===== src/telnet_command_parser_macros.svh =====
// ----------------------------------------------------------------------------
// telnet command parser assertion macros
// shared concurrent assertion forms for the parser rtl
// ----------------------------------------------------------------------------
`ifndef TELNET_COMMAND_PARSER_MACROS_SVH
`define TELNET_COMMAND_PARSER_MACROS_SVH

// same-cycle implication, disabled during reset
`define TNP_ASSERT_IMPL(name, clk, rst, ante, cons, msg) \
   name: assert property (@(posedge clk) disable iff (rst) (ante) |-> (cons)) \
      else $error(msg);

// next-cycle implication, disabled during reset
`define TNP_ASSERT_NEXT(name, clk, rst, ante, cons, msg) \
   name: assert property (@(posedge clk) disable iff (rst) (ante) |=> (cons)) \
      else $error(msg);

`endif


===== src/tnp_pkg.sv =====
// ----------------------------------------------------------------------------
// tnp_pkg
// types and codes for the telnet command parser
// ----------------------------------------------------------------------------
package tnp_pkg;

   // subnegotiation buffer depth, only the naws header entries are kept
   localparam int SUB_DEPTH  = 16;
   localparam int SUB_IDX_W  = $clog2(SUB_DEPTH + 1);
   localparam int NAWS_LEN   = 5;

   // input kinds
   localparam logic [1:0] KIND_BYTE = 2'd0;
   localparam logic [1:0] KIND_EOS  = 2'd1;
   localparam logic [1:0] KIND_WIN  = 2'd2;

   // telnet command bytes
   localparam logic [7:0] CMD_IAC  = 8'd255;
   localparam logic [7:0] CMD_DONT = 8'd254;
   localparam logic [7:0] CMD_DO   = 8'd253;
   localparam logic [7:0] CMD_WONT = 8'd252;
   localparam logic [7:0] CMD_WILL = 8'd251;
   localparam logic [7:0] CMD_SB   = 8'd250;
   localparam logic [7:0] CMD_EL   = 8'd248;
   localparam logic [7:0] CMD_EC   = 8'd247;
   localparam logic [7:0] CMD_AYT  = 8'd246;
   localparam logic [7:0] CMD_IP   = 8'd244;
   localparam logic [7:0] CMD_BRK  = 8'd243;
   localparam logic [7:0] CMD_DM   = 8'd242;
   localparam logic [7:0] CMD_SE   = 8'd240;
   localparam logic [7:0] CMD_EOR  = 8'd239;

   // option codes
   localparam logic [7:0] OPT_ECHO     = 8'd1;
   localparam logic [7:0] OPT_SGA      = 8'd3;
   localparam logic [7:0] OPT_NAWS     = 8'd31;
   localparam logic [7:0] OPT_LINEMODE = 8'd34;

   // characters
   localparam logic [7:0] CHR_NUL  = 8'h00;
   localparam logic [7:0] CHR_ETX  = 8'h03;
   localparam logic [7:0] CHR_BS   = 8'h08;
   localparam logic [7:0] CHR_LF   = 8'h0a;
   localparam logic [7:0] CHR_CR   = 8'h0d;
   localparam logic [7:0] EOF_RESET = 8'h04;

   // events
   localparam logic [2:0] EV_NONE = 3'd0;
   localparam logic [2:0] EV_DM   = 3'd1;
   localparam logic [2:0] EV_SB   = 3'd2;
   localparam logic [2:0] EV_SE   = 3'd3;
   localparam logic [2:0] EV_EOR  = 3'd4;

   // messages
   localparam logic [1:0] MSG_NONE = 2'd0;
   localparam logic [1:0] MSG_AYT  = 2'd1;
   localparam logic [1:0] MSG_IP   = 2'd2;
   localparam logic [1:0] MSG_BRK  = 2'd3;

   typedef struct packed {
      logic [1:0]  kind;
      logic [7:0]  data_byte;
      logic [15:0] new_rows;
      logic [15:0] new_cols;
   } req_type;

   typedef struct packed {
      logic        char_valid;
      logic [7:0]  char_value;
      logic [2:0]  event_res;
      logic [1:0]  reply_count;
      logic [7:0]  reply1_cmd;
      logic [7:0]  reply1_opt;
      logic [7:0]  reply2_cmd;
      logic [7:0]  reply2_opt;
      logic [1:0]  message;
      logic [15:0] win_width;
      logic [15:0] win_height;
   } rsp_type;

endpackage


===== src/telnet_command_parser.sv =====
// ----------------------------------------------------------------------------
// telnet_command_parser
// telnet receive parser: strips iac sequences, answers option requests,
// collects subnegotiation and tracks the naws window size
// ----------------------------------------------------------------------------
// usage:
//   req_* carries one word per item: a received byte, an end-of-stream
//   report or a window-size setting. rsp_* returns exactly one word per
//   item in order: delivered character, event, up to two option replies,
//   message code and the current window size.
//   csr_wr_en/csr_wr_data load the end-of-stream character (reset 0x04).
// timing:
//   an accepted word lands in an input register; once the result register
//   is free or being emptied, the parser logic runs and the result register
//   loads, raising rsp_valid. one word per cycle is sustained while rsp_ready
//   stays high, set by the single parser stage between the registers.
// reset:
//   synchronous, clears parser mode, cr flag, subnegotiation index and
//   buffer header, window size and both pipeline valids.
// stall:
//   while rsp_ready is low the result holds, the input register holds one
//   more word, and req_ready drops once both are full.
// ----------------------------------------------------------------------------
`include "telnet_command_parser_macros.svh"

module telnet_command_parser (
   input  logic             clock,
   input  logic             reset,
   input  logic             csr_wr_en,
   input  logic [7:0]       csr_wr_data,
   input  logic             req_valid,
   output logic             req_ready,
   input  tnp_pkg::req_type req_data,
   output logic             rsp_valid,
   input  logic             rsp_ready,
   output tnp_pkg::rsp_type rsp_data
);
   import tnp_pkg::*;

   localparam logic [2:0] M_NORMAL = 3'd0;
   localparam logic [2:0] M_IAC    = 3'd1;
   localparam logic [2:0] M_SB_IAC = 3'd2;
   localparam logic [2:0] M_SB     = 3'd3;
   localparam logic [2:0] M_WILL   = 3'd4;
   localparam logic [2:0] M_DO     = 3'd5;
   localparam logic [2:0] M_DONT   = 3'd6;
   localparam logic [2:0] M_WONT   = 3'd7;

   logic                 in_valid_ff, in_valid_in;
   req_type              in_data_ff;
   logic                 rsp_valid_ff, rsp_valid_in;
   rsp_type              rsp_data_ff, rsp_data_in;
   logic [7:0]           eof_char_ff;
   logic [2:0]           mode_ff, mode_in;
   logic [SUB_IDX_W-1:0] sub_idx_ff, sub_idx_in;
   logic [7:0]           naws_buf_ff [NAWS_LEN];
   logic [7:0]           naws_buf_in [NAWS_LEN];
   logic                 last_cr_ff, last_cr_in;
   logic [15:0]          width_ff, width_in;
   logic [15:0]          height_ff, height_in;
   logic                 advance;
   logic                 req_fire;
   logic [7:0]           v;

   assign advance   = in_valid_ff && (!rsp_valid_ff || rsp_ready);
   assign req_ready = !in_valid_ff || advance;
   assign req_fire  = req_valid && req_ready;
   assign rsp_valid = rsp_valid_ff;
   assign rsp_data  = rsp_data_ff;
   assign v         = in_data_ff.data_byte;

   always_comb begin
      if (req_fire) begin
         in_valid_in = 1'b1;
      end else if (advance) begin
         in_valid_in = 1'b0;
      end else begin
         in_valid_in = in_valid_ff;
      end
      if (advance) begin
         rsp_valid_in = 1'b1;
      end else if (rsp_ready) begin
         rsp_valid_in = 1'b0;
      end else begin
         rsp_valid_in = rsp_valid_ff;
      end
   end

   // parser stage
   always_comb begin
      rsp_data_in = '0;
      mode_in     = mode_ff;
      sub_idx_in  = sub_idx_ff;
      naws_buf_in = naws_buf_ff;
      last_cr_in  = last_cr_ff;
      width_in    = width_ff;
      height_in   = height_ff;

      case (in_data_ff.kind)
         KIND_BYTE: begin
            mode_in = M_NORMAL;
            case (mode_ff)
               M_IAC, M_SB_IAC: begin
                  case (v)
                     CMD_IAC: begin
                        rsp_data_in.char_valid = 1'b1;
                        rsp_data_in.char_value = CMD_IAC;
                        mode_in = (mode_ff == M_SB_IAC) ? M_SB : M_NORMAL;
                     end
                     CMD_DONT: mode_in = M_DONT;
                     CMD_DO:   mode_in = M_DO;
                     CMD_WONT: mode_in = M_WONT;
                     CMD_WILL: mode_in = M_WILL;
                     CMD_SB: begin
                        mode_in               = M_SB;
                        sub_idx_in            = '0;
                        rsp_data_in.event_res = EV_SB;
                     end
                     CMD_EL: begin
                        rsp_data_in.char_valid = 1'b1;
                        rsp_data_in.char_value = CHR_ETX;
                     end
                     CMD_EC: begin
                        rsp_data_in.char_valid = 1'b1;
                        rsp_data_in.char_value = CHR_BS;
                     end
                     CMD_AYT: rsp_data_in.message   = MSG_AYT;
                     CMD_IP:  rsp_data_in.message   = MSG_IP;
                     CMD_BRK: rsp_data_in.message   = MSG_BRK;
                     CMD_DM:  rsp_data_in.event_res = EV_DM;
                     CMD_SE: begin
                        // header entries may be stale from an earlier block
                        if (naws_buf_ff[0] == OPT_NAWS) begin
                           width_in  = {naws_buf_ff[1], naws_buf_ff[2]};
                           height_in = {naws_buf_ff[3], naws_buf_ff[4]};
                        end
                        rsp_data_in.event_res = EV_SE;
                     end
                     CMD_EOR: rsp_data_in.event_res = EV_EOR;
                     default: ;
                  endcase
               end
               M_SB: begin
                  if (v == CMD_IAC) begin
                     mode_in = M_SB_IAC;
                  end else begin
                     mode_in = M_SB;
                     if (sub_idx_ff < SUB_IDX_W'(SUB_DEPTH)) begin
                        // only the naws header bytes are ever read back
                        for (int i = 0; i < NAWS_LEN; i++) begin
                           if (sub_idx_ff == SUB_IDX_W'(i)) begin
                              naws_buf_in[i] = v;
                           end
                        end
                        sub_idx_in = sub_idx_ff + 1'b1;
                     end
                  end
               end
               M_WILL: begin
                  if (v == OPT_LINEMODE) begin
                     rsp_data_in.reply_count = 2'd2;
                     rsp_data_in.reply1_cmd  = CMD_DONT;
                     rsp_data_in.reply1_opt  = OPT_LINEMODE;
                     rsp_data_in.reply2_cmd  = CMD_DO;
                     rsp_data_in.reply2_opt  = OPT_ECHO;
                  end else begin
                     rsp_data_in.reply_count = 2'd1;
                     rsp_data_in.reply1_cmd  = (v == OPT_NAWS) ? CMD_DO : CMD_DONT;
                     rsp_data_in.reply1_opt  = v;
                  end
               end
               M_DO: begin
                  rsp_data_in.reply_count = 2'd1;
                  rsp_data_in.reply1_cmd  = (v inside {OPT_SGA, OPT_ECHO}) ?
                                            CMD_WILL : CMD_WONT;
                  rsp_data_in.reply1_opt  = v;
               end
               M_WONT: begin
                  rsp_data_in.reply_count = 2'd1;
                  rsp_data_in.reply1_cmd  = (v == OPT_ECHO) ? CMD_WILL : CMD_WONT;
                  rsp_data_in.reply1_opt  = v;
               end
               M_DONT: ;
               default: begin
                  if (v == CMD_IAC) begin
                     mode_in = M_IAC;
                  end else begin
                     // drop lf or nul right after cr
                     if (!((v inside {CHR_LF, CHR_NUL}) && last_cr_ff)) begin
                        rsp_data_in.char_valid = 1'b1;
                        rsp_data_in.char_value = v;
                     end
                     last_cr_in = (v == CHR_CR);
                  end
               end
            endcase
         end
         KIND_EOS: begin
            rsp_data_in.char_valid = 1'b1;
            rsp_data_in.char_value = eof_char_ff;
         end
         KIND_WIN: begin
            height_in = in_data_ff.new_rows;
            width_in  = in_data_ff.new_cols;
         end
         default: ;
      endcase

      rsp_data_in.win_width  = width_in;
      rsp_data_in.win_height = height_in;
   end

   always_ff @(posedge clock) begin
      if (reset) begin
         in_valid_ff  <= 1'b0;
         rsp_valid_ff <= 1'b0;
         eof_char_ff  <= EOF_RESET;
         mode_ff      <= M_NORMAL;
         sub_idx_ff   <= '0;
         last_cr_ff   <= 1'b0;
         width_ff     <= '0;
         height_ff    <= '0;
         for (int i = 0; i < NAWS_LEN; i++) begin
            naws_buf_ff[i] <= '0;
         end
      end else begin
         in_valid_ff  <= in_valid_in;
         rsp_valid_ff <= rsp_valid_in;
         if (csr_wr_en) begin
            eof_char_ff <= csr_wr_data;
         end
         if (advance) begin
            mode_ff     <= mode_in;
            sub_idx_ff  <= sub_idx_in;
            naws_buf_ff <= naws_buf_in;
            last_cr_ff  <= last_cr_in;
            width_ff    <= width_in;
            height_ff   <= height_in;
         end
      end
   end

   always_ff @(posedge clock) begin
      if (req_fire) begin
         in_data_ff <= req_data;
      end
      if (advance) begin
         rsp_data_ff <= rsp_data_in;
      end
   end

   `TNP_ASSERT_NEXT(a_advance_gives_rsp, clock, reset, advance, rsp_valid_ff,
      "parser stage advanced but no result word followed")
   `TNP_ASSERT_IMPL(a_sub_idx_bound, clock, reset, 1'b1,
      sub_idx_ff <= SUB_IDX_W'(SUB_DEPTH), "subnegotiation index past buffer depth")
   `TNP_ASSERT_IMPL(a_no_char_zero, clock, reset,
      rsp_valid_ff && !rsp_data_ff.char_valid, rsp_data_ff.char_value == '0,
      "character value set without char_valid")
   `TNP_ASSERT_IMPL(a_reply_cmds, clock, reset,
      rsp_valid_ff && rsp_data_ff.reply_count != 2'd0,
      rsp_data_ff.reply1_cmd == CMD_WILL || rsp_data_ff.reply1_cmd == CMD_WONT ||
      rsp_data_ff.reply1_cmd == CMD_DO || rsp_data_ff.reply1_cmd == CMD_DONT,
      "reply carries a non-negotiation command")

endmodule


===== config.mk =====
export PLATFORM = sky130hd
export DESIGN_NAME = telnet_command_parser
export DESIGN_NICKNAME = d
export VERILOG_FILES = /design/src/tnp_pkg.sv /design/src/telnet_command_parser.sv
export VERILOG_INCLUDE_DIRS = /design/src /design/src/src
export SDC_FILE = /design/constraint.sdc
export NUM_CORES = 1
export LEC_CHECK = 0
export BUFFER_PORTS_ARGS = -buffer_cell sky130_fd_sc_hd__buf_4
export CAP_MARGIN = 30
export CORE_MARGIN = 2
export CORE_UTILIZATION = 51
export DETAILED_ROUTE_END_ITERATION = 7
export PLACE_DENSITY = 0.81
export SLEW_MARGIN = 20
export SYNTH_ARGS = -nofsm -noshare
export SYNTH_HDL_FRONTEND = slang
export SYNTH_SLANG_ARGS = --single-unit

===== constraint.sdc =====
create_clock -name clock -period 2.52 [get_ports clock]
set_input_delay 0.252 -clock clock [delete_from_list [all_inputs] [get_ports clock]]
set_output_delay 0.252 -clock clock [all_outputs]
set_load 0.05 [all_outputs]

==> results of run 1 <==
## how the worst max path moves through the flow
stage                          from            end  slack (ns)  depth (start not counted)
after detailed placement       v[5]   rsp_data[72]        0.28                          6
after CTS                      v[5]   rsp_data[72]        0.26                          6
after global placement         v[5]   rsp_data[71]        0.40                          6
after global routing           v[5]   rsp_data[72]        0.21                          6
final                          v[5]   rsp_data[72]        0.24                          6
after floorplan           rsp_valid  height_ff[10]      0.0007                          7
## cell families (layout without fill, tap and decap cells)
family,after synthesis,count (layout),synth area share
mux,67,67,0.0772
flops,194,194,0.566
compound gates,101,101,0.0844
simple gates,331,331,0.208
buf+inv,93,254,0.0507
xor+xnor,8,8,0.00807
other cells,1,8,0.000432
fa+ha+maj,4,4,0.00576
## report_power, final
part / switching (W) / internal, W / leakage, nW
clock: 0.00117 / 0.00149 / 0.281
sequential: 0.0000658 / 0.00345 / 1.73
combinational: 0.000478 / 0.000275 / 2.06
## routing by layer
metal  wire (um)  share of wire
met5           0              0
met4         539          0.025
met3        1390          0.064
met2       10700           0.49
met1        9040           0.42
## registers in the layout, summed over array words and instances (netlist names)
name         flops
in_data_ff      34
in_valid_ff      1
mode_ff          3
width_ff        16
naws_buf_ff     40
sub_idx_ff       5
eof_char_ff      8
last_cr_ff       1
rsp_valid        1
height_ff       16
rsp_data        61
v                8
## final cells by class
cell class	instances	area share
Multi-Input combinational cell	519	0.310
Clock buffer	19	0.0407
Clock inverter	13	0.0123
Inverter	13	0.00483
Sequential cell	194	0.452
Tap cell	220	0.0253
Timing Repair Buffer	209	0.156
## stage by stage
stage / hold slack [ns] / total power (W) / util / setup slack, ns
after CTS: 0.000127 / 0.00695 / 0.652 / 0.265
final: 0.0163 / 0.00692 / 0.654 / 0.242
after global routing: 0.000929 / 0.00713 / 0.654 / 0.209
after detailed placement: 0.431 / 0.00429 / 0.595 / 0.284
after global placement: 0.430 / 0.00427 / 0.595 / 0.405
after floorplan: 0.351 / 0.00404 / - / 0.000674
## cell usage in the layout (no fill, tap or decap), types with 12 or more instances in the layout
cell           count
a211oi_1          21
a21oi_1           29
a221o_1           23
and2_1            33
buf_4            167
clkbuf_16         17
dfxtp_1           90
dlygate4sd3_1     40
edfxtp_1         103
inv_1             12
mux2i_1           67
nand2_1           22
nor2_1           117
nor2b_1           26
nor3_1            53
nor4_1            24
o21ai_0           13
## worst max-delay path: cells and delay by family (launching register included)
family          cells  cell delay, ns
simple gates        3            0.89
flops               1            0.49
buf+inv             1            0.21
compound gates      2            0.41
==> flow_summary.toml, run 1 <==
[global_routing]
grt.busiest_layer = "met2"
gr-total-overflow = 0
grt_pass1_vias = 6553
grt_use_met1 = 0.324
grtUsageTotal = 0.247
groute.layer.met2.usage = 0.409
met3_usage = 0.0413
grt_pass1_wl_um = 34500
grt_max_degree = 62
grt_antenna_before_repair = 0

[layout]
area_delta_synth_final_pct = 25.3
finalNonFillerCells = 1187
regArea_mm2 = 0.00492
fill_cells = 1274
design_area_mm2 = 0.0109
drive_above_1_share = 0.226
multi_input_area_mm2 = 0.00337
antennaDiodeCount = 0
num-nets-final = 1013

[synth]
synth-seq-cells = 194
seq_area_frac_synth = 0.566
post-synth-top-count-cell = "nor2_1"
yosys.area.top_type_share = 0.356
synth-async-reset-ratio = 0
ys_warn_count = 0
synthFlopType = "edfxtp_1"
syn_avg_cell_area_um2 = 10.9
synth_top_cell_by_area = "edfxtp_1"
synth_area_mm2 = 0.00869
synthTopCellsByCount = "nor2_1 (117), edfxtp_1 (103), dfxtp_1 (91)"
yosys-top-cells-area = "edfxtp_1 (36%), dfxtp_1 (21%), mux2i_1 (7.7%), nor2_1 (5.1%), nor3_1 (3.1%)"
syn_inst = 799
ys_types = 55
synth_edf_count = 103

[drt]
antenna_left = 0
first_pass_iters = 5
routedWlPerCell_um = 18.3
dr_total_vias = 6774
drc = 0
finalWirelength_um = 21700
routed_via_density = 5.71
drtIter0Drc = 659

[critical_path]
cp_max_fo = 8
ff2ff_path_depth = 6
required_ns = 2.68
r2r_end = "rsp_data[72]"
slowest_delay_ns = 0.49
cp_common_cell = "o21ai_0"
critical_path_arrival_ns = 2.44
cp_cell_sequence = "buf_4, nor4_1, nand4_1, and3_1, o21ai_0, o21ai_0"
r2r-start = "v[5]"
rrSetupSlack_ns = 0.24
critPathLaunchType = "flop"
crit_slowest_cell = "edfxtp_1"
critPathCaptureType = "flop"
worstSetupPathType = "flop to flop"

[pwr]
p_leak_nw = 4.07
irDropWorstVdd_mv = 0.492
power_density_mw_per_mm2 = 636

[timing]
rsz0062_at_grt = "false"
max-slew-margin-rel = 0.572
slew_violations = 0
hold_viol = 0
fin_setup_tns_ns = 0
tightest_slew_ns = 0.643
fmax_mhz = 439
fin_skew_ns = 0.00668
post-route-period-util = 0.904
layout_min_cycle_time_ns = 2.28
finalSetupViolCount = 0

[min_path]
hold_end = "v[4]"
min_path_type = "input pin to flop"
whs_path_depth = 1
min_from = "req_data[36]"

[placed_design]
gp_congestion = 0.914
io_buffers = 128
place_inst = 1115
postPlaceCellArea_mm2 = 0.00991
dp_hpwl_um = 14100

[floorplanning]
coreArea_mm2 = 0.0166
rows = 47
dieArea_mm2 = 0.0181
fp.dieW_um = 135
fp.dieH_um = 135
start_util = 0.522
ios = 137

[clocking]
root_buffer = "clkbuf_16"
insertion_delay_ns = 0.44
post_cts_resized = 0
cts_buffer_depth = 2
cts_tree = "built"
cts_buffers = 17
cts_hold_buf = 37
cts.sinks = 194
clkTransAtPathRegs_ns = 0.07
cts_setup_buffers = 0
htree_levels = 4

[outcome]
status = "complete, no violations"

[run]
maxCapViolations = 0
(Power assumes the default switching activity.)
==> run 2, diff against run 1 <==
Settings changed: ABC_AREA from default to 1.
==> flow_summary.toml, run 2 <==
[layout]
antennaDiodeCount = 0
largest_reg_flops = 61
regArea_mm2 = 0.00491
drive_above_1_share = 0.199
multi_input_area_mm2 = 0.00300
final_cell_mix = "nand2_1 (172), buf_4 (149), inv_1 (138), edfxtp_1 (103), a21oi_1 (93)"
fill_cells = 1379
num-nets-final = 1193
final_common_cell = "nand2_1"
final_core_util = 0.634
area_delta_synth_final_pct = 22.7

[drt]
dr_total_vias = 7336
first_pass_iters = 6
finalWirelength_um = 21200
drtIter0Drc = 727
routed_via_density = 5.35
antenna_left = 0
drc = 0
routedWlPerCell_um = 15.4

[min_path]
whs_path_depth = 1
min_from = "req_data[33]"
min_path_type = "input pin to flop"
hold_end = "v[1]"

[clocking]
cts_setup_buffers = 0
cts.sinks = 194
htree_levels = 4
insertion_delay_ns = 0.44
clkTransAtPathRegs_ns = 0.07
cts_buffers = 17
cts_buffer_depth = 2
root_buffer = "clkbuf_16"
cts_tree = "built"

[critical_path]
critical-path-top-delay-family = "simple AND/OR/NAND/NOR gates"
critical_path_arrival_ns = 2.45
slowest_delay_ns = 0.68
rrSetupSlack_ns = 0.43
critPathLaunchType = "flop"
worstSetupPathType = "flop to flop"
critPathCaptureType = "flop"
path_buf_inv = 0
cp_max_fo = 16
r2r-start = "in_data_ff[40]"
ff2ff_path_depth = 6
r2r_end = "naws_buf_ff[3]"
cp_cell_sequence = "nor2_4, nand2_2, nor2_2, nor3b_4, o21ai_0, a21oi_1"
required_ns = 2.88
crit_slowest_cell = "edfxtp_1"

[pwr]
p_comb_frac = 0.122
power_density_mw_per_mm2 = 654
p_leak_nw = 4.66
irDropWorstVdd_mv = 0.532
switching_share = 0.257
clock_power_share = 0.376
power.switching_w = 0.00182
p_seq_frac = 0.502
p_int_w = 0.00527

[synth]
ys_types = 41
syn_inst = 983
synth_area_mm2 = 0.00884
synth-async-reset-ratio = 0
yosys.area.top_type_share = 0.350
synth_top_cell_by_area = "edfxtp_1"
ys_warn_count = 0
seq_area_frac_synth = 0.556
post-synth-top-count-cell = "nand2_1"
synthFlopType = "edfxtp_1"
yosys-top-cells-area = "edfxtp_1 (35%), dfxtp_1 (21%), nand2_1 (7.3%), inv_1 (5.9%), a21oi_1 (5.3%)"
synth-seq-cells = 194
synth_edf_count = 103
synthTopCellsByCount = "nand2_1 (172), inv_1 (139), edfxtp_1 (103)"
syn_avg_cell_area_um2 = 8.99

[placed_design]
gp_congestion = 0.903
dp_hpwl_um = 13600
io_buffers = 128
place_ws_ns = 0.462

[timing]
layout_setup_ws_ns = 0.434
rsz0062_at_grt = "false"
layout_min_cycle_time_ns = 2.09
fin_skew_ns = 0.00892
tightest_slew_ns = 0.697
finalSetupViolCount = 0
fmax_mhz = 479
slew_violations = 0
fin_setup_tns_ns = 0
post-route-period-util = 0.828
hold_viol = 0
max-slew-margin-rel = 0.535

[global_routing]
grt.busiest_layer = "met2"
gr-total-overflow = 0
grt_pass1_vias = 6943
met3_usage = 0.0498
grtUsageTotal = 0.235
grt_use_met1 = 0.300
grt_antenna_before_repair = 0
groute.layer.met2.usage = 0.393
grt_max_degree = 53
grt_pass1_wl_um = 33700

[floorplanning]
dieArea_mm2 = 0.0184
fp.dieW_um = 136
ios = 137
rows = 48
coreArea_mm2 = 0.0171
start_util = 0.516
fp.dieH_um = 136

[outcome]
status = "complete, no violations"

[run]
maxCapViolations = 0
[run 2: changes by cell type after synthesis, moves of 20 or more]
cell	change
a221o_1	-23
nor4_1	-22
a21oi_1	+64
mux2i_1	-67
nor2_1	-70
nand2_1	+149
nor3_1	-50
and2_1	-34
inv_1	+126
nand4_1	+55
a211oi_1	-20
nor2b_1	-27
nand3_1	+69
o21ai_0	+38
[run 2: layout make-up]
type,count,share of cell area
flip-flops and latches,194,0.453
multi-input cells,586,0.276
repair buffers,190,0.141
inverters,145,0.0502
clock buffers,21,0.0415
well taps,225,0.0260
clock inverters,11,0.0119
[run 2: kinds of logic (layout without fill, tap and decap cells)]
| family | Yosys count | in the layout | synth area share |
|---|---|---|---|
| AOI/OAI and AO/OA | 169 | 169 | 0.0998 |
| xor gates and xnor gates | 1 | 1 | 0.000991 |
| adders and majority gates | 4 | 4 | 0.00566 |
| buffers and inverters | 210 | 367 | 0.108 |
| DFF | 194 | 194 | 0.556 |
| other | 1 | 8 | 0.000424 |
| and+or+nand+nor | 404 | 404 | 0.229 |
[run 2: worst max-delay path by stage]
stage              startpoint             end  slack [ns]  depth (start not counted)
3_5_place_dp   in_data_ff[40]  naws_buf_ff[4]        0.46                          6
5_1_grt        in_data_ff[40]  naws_buf_ff[0]        0.17                          6
2_1_floorplan       rsp_valid   in_data_ff[0]        0.07                          3
4_1_cts        in_data_ff[40]  naws_buf_ff[2]        0.44                          6
6_report       in_data_ff[40]  naws_buf_ff[3]        0.43                          6
3_3_place_gp   in_data_ff[40]  naws_buf_ff[7]        0.53                          6
[run 2: per-layer routing]
metal | up-vias | routed length (um)
met3 | 50 | 1600
met5 | - | 0
met2 | 298 | 10300
met4 | 0 | 548
li1 | 3575 | -
met1 | 3413 | 8770
[run 2: what timing repair did]
item | CTS | global route
hold endpoints to repair | 40 | 1
hold buffers | 40 | 1
endpoints found under the setup margin | 0 | 0
resized for setup | 0 | 0
[run 2: worst register-to-register path: stages (launching register included)]
cell and delay (ns):
edfxtp_1 0.68, nor2_4 0.30, nand2_2 0.10, nor2_2 0.12, nor3b_4 0.52, o21ai_0 0.15
a21oi_1 0.14
[run 2: power groups by stage]
stage | Sequential [W] | Combinational [W] | Clock, W
2_1_floorplan | 0.00378 | 0.000393 | 0
3_3_place_gp | 0.00362 | 0.000794 | 0
3_5_place_dp | 0.00362 | 0.000807 | 0
4_1_cts | 0.00356 | 0.000862 | 0.00270
5_1_grt | 0.00357 | 0.000936 | 0.00280
6_report | 0.00356 | 0.000867 | 0.00267
[run 2: per-stage QoR]
step                      instances  area [um2]  total power, W  hold WS, ns
after floorplan                 990        8870         0.00417        0.351
after global placement         1299        9860         0.00441        0.430
after detailed placement       1299        9860         0.00443        0.431
after CTS                      1371       10800         0.00712      0.00265
after global routing           1372       10800         0.00731      0.00214
final                          1372       10800         0.00709       0.0148
==> run 3, diff against run 2 <==
Clock period 2.52 ns to 1.9 ns, I/O delays scaled along.
==> flow_summary.toml, run 3 (same netlist as run 2, synthesis figures left out) <==
[critical_path]
crit_start = "v[2]"
cp_cell_sequence = "buf_6, nor2_4, nand2_4, nor2_8, nand3_4, clkbuf_16, nand2_2, nand3_2, nand4_1, nand2_1, inv_1"
worstSetupPathType = "flop to flop"
crit_slowest_cell = "edfxtp_1"
required_ns = 2.29
slowest_delay_ns = 0.53
critPathLaunchType = "flop"
r2r-start = "v[2]"
critical_path_arrival_ns = 2.34
critPathCaptureType = "flop"
critical-path-top-delay-family = "simple AND/OR/NAND/NOR gates"
rrSetupSlack_ns = -0.05
cp_max_fo = 8
path_buf_inv = 3

[floorplanning]
fp.dieH_um = 136
start_util = 0.516
rows = 48
coreArea_mm2 = 0.0171
dieArea_mm2 = 0.0184
fp.dieW_um = 136
ios = 137

[timing]
tightest_slew_ns = 0.510
post-route-period-util = 1.03
fin_skew_ns = 0.0123
hold_viol = 1
rsz0062_at_grt = "true"
fin_hold_ws_ns = -0.000451
layout_setup_ws_ns = -0.0502
finalSetupViolCount = 25
layout_min_cycle_time_ns = 1.95
slew_violations = 0
max-slew-margin-rel = 0.658
fmax_mhz = 513
fin_setup_tns_ns = -0.317

[clocking]
cts_buffer_depth = 2
cts_buffers = 17
clkTransAtPathRegs_ns = 0.07
cts_tree = "built"
root_buffer = "clkbuf_16"
htree_levels = 4
insertion_delay_ns = 0.44
cts.sinks = 194

[min_path]
min_path_type = "input pin to flop"
min_from = "csr_wr_data[1]"

[drt]
antenna_left = 0
dr_total_vias = 7654
finalWirelength_um = 23100
first_pass_iters = 7
drc = 0
drtIter0Drc = 781
routedWlPerCell_um = 16.4
routed_via_density = 5.44

[run]
maxCapViolations = 0

[layout]
regArea_mm2 = 0.00492
final_cell_mix = "nand2_1 (162), buf_4 (160), inv_1 (138), edfxtp_1 (103), a21oi_1 (93)"
area_delta_synth_final_pct = 30.1
num-nets-final = 1227
antennaDiodeCount = 0
final_core_util = 0.672
design_area_mm2 = 0.0115
finalNonFillerCells = 1406
final_common_cell = "nand2_1"
fill_cells = 1275
largest_reg_flops = 61
multi_input_area_mm2 = 0.00321
drive_above_1_share = 0.256

[global_routing]
gr-total-overflow = 0
grt_pass1_wl_um = 34500
grtUsageTotal = 0.242
grt_antenna_before_repair = 0
grt_max_degree = 65
grt_pass1_vias = 7002

[placed_design]
postPlaceCellArea_mm2 = 0.0101
place_inst = 1313
io_buffers = 128
gp_congestion = 0.910
dp_hpwl_um = 14400

[pwr]
irDropWorstVdd_mv = 0.623
p_leak_nw = 4.95
power_density_mw_per_mm2 = 822

[outcome]
status = "finished, violations left"
violations = "hold timing, setup timing"
-- run 3: cell count changes in the layout (fill, tap and decap cells not counted), moves of 6 or more --
| cell | delta |
|---|---|
| nand3_1 | -28 |
| nand3_2 | +27 |
| buf_4 | +11 |
| nand2_1 | -10 |
| dlygate4sd3_1 | +8 |
| buf_12 | +7 |
| nand2_4 | +6 |
-- run 3: layout make-up --
| cell class | count | share of cell area |
|---|---|---|
| sequential | 194 | 0.428 |
| multi-input combinational | 586 | 0.279 |
| timing repair buffer | 224 | 0.171 |
| inverter | 145 | 0.0481 |
| clock buffer | 19 | 0.0394 |
| tap | 225 | 0.0245 |
| clock inverter | 13 | 0.0101 |
-- run 3: what timing repair did --
item | in CTS | in global routing
buffers inserted | 0 | 7
endpoints found under the setup margin | 0 | 103
gates resized for setup | 0 | 56
endpoints found under the hold margin | 49 | 0
hold buffers | 49 | 0
-- run 3: worst paths after layout --
kind,to,cells after the start
setup / recovery,width_ff[15],11
hold / removal,eof_char_ff[1],3
setup reg to reg,width_ff[15],11
hold reg to reg,naws_buf_ff[39],2
-- run 3: through the flow --
step	power, W	worst slack, ns	hold slack (ns)
after floorplan	0.00554	0.0627	0.289
after global placement	0.00589	-0.0414	0.368
after detailed placement	0.00591	0.00654	0.369
after global routing	0.00972	-0.115	0.00600
final	0.00945	-0.0502	-0.000451
after CTS	0.00940	0.00219	0.000157
-- run 3: metal layers --
layer / track usage / routed length, um / vias up
li1: - / - / 3641
met1: 0.317 / 9510 / 3566
met2: 0.396 / 11200 / 381
met3: 0.0490 / 1770 / 66
met4: 0.0897 / 595 / 0
met5: 0 / 0 / -
-- run 3: worst min-delay path: stages --
cell and delay, ns:
buf_4 0.08, nor2_1 0.03, nor2_1 0.10
-- run 3: where the power goes --
group | total (W) | leakage (nW) | switching [W] | internal (W)
clock network | 0.00349 | 0.287 | 0.00170 | 0.00180
registers | 0.00471 | 1.74 | 0.0000940 | 0.00462
logic | 0.00124 | 2.93 | 0.000806 | 0.000438
total | 0.00945 | 4.95 | 0.00260 | 0.00685
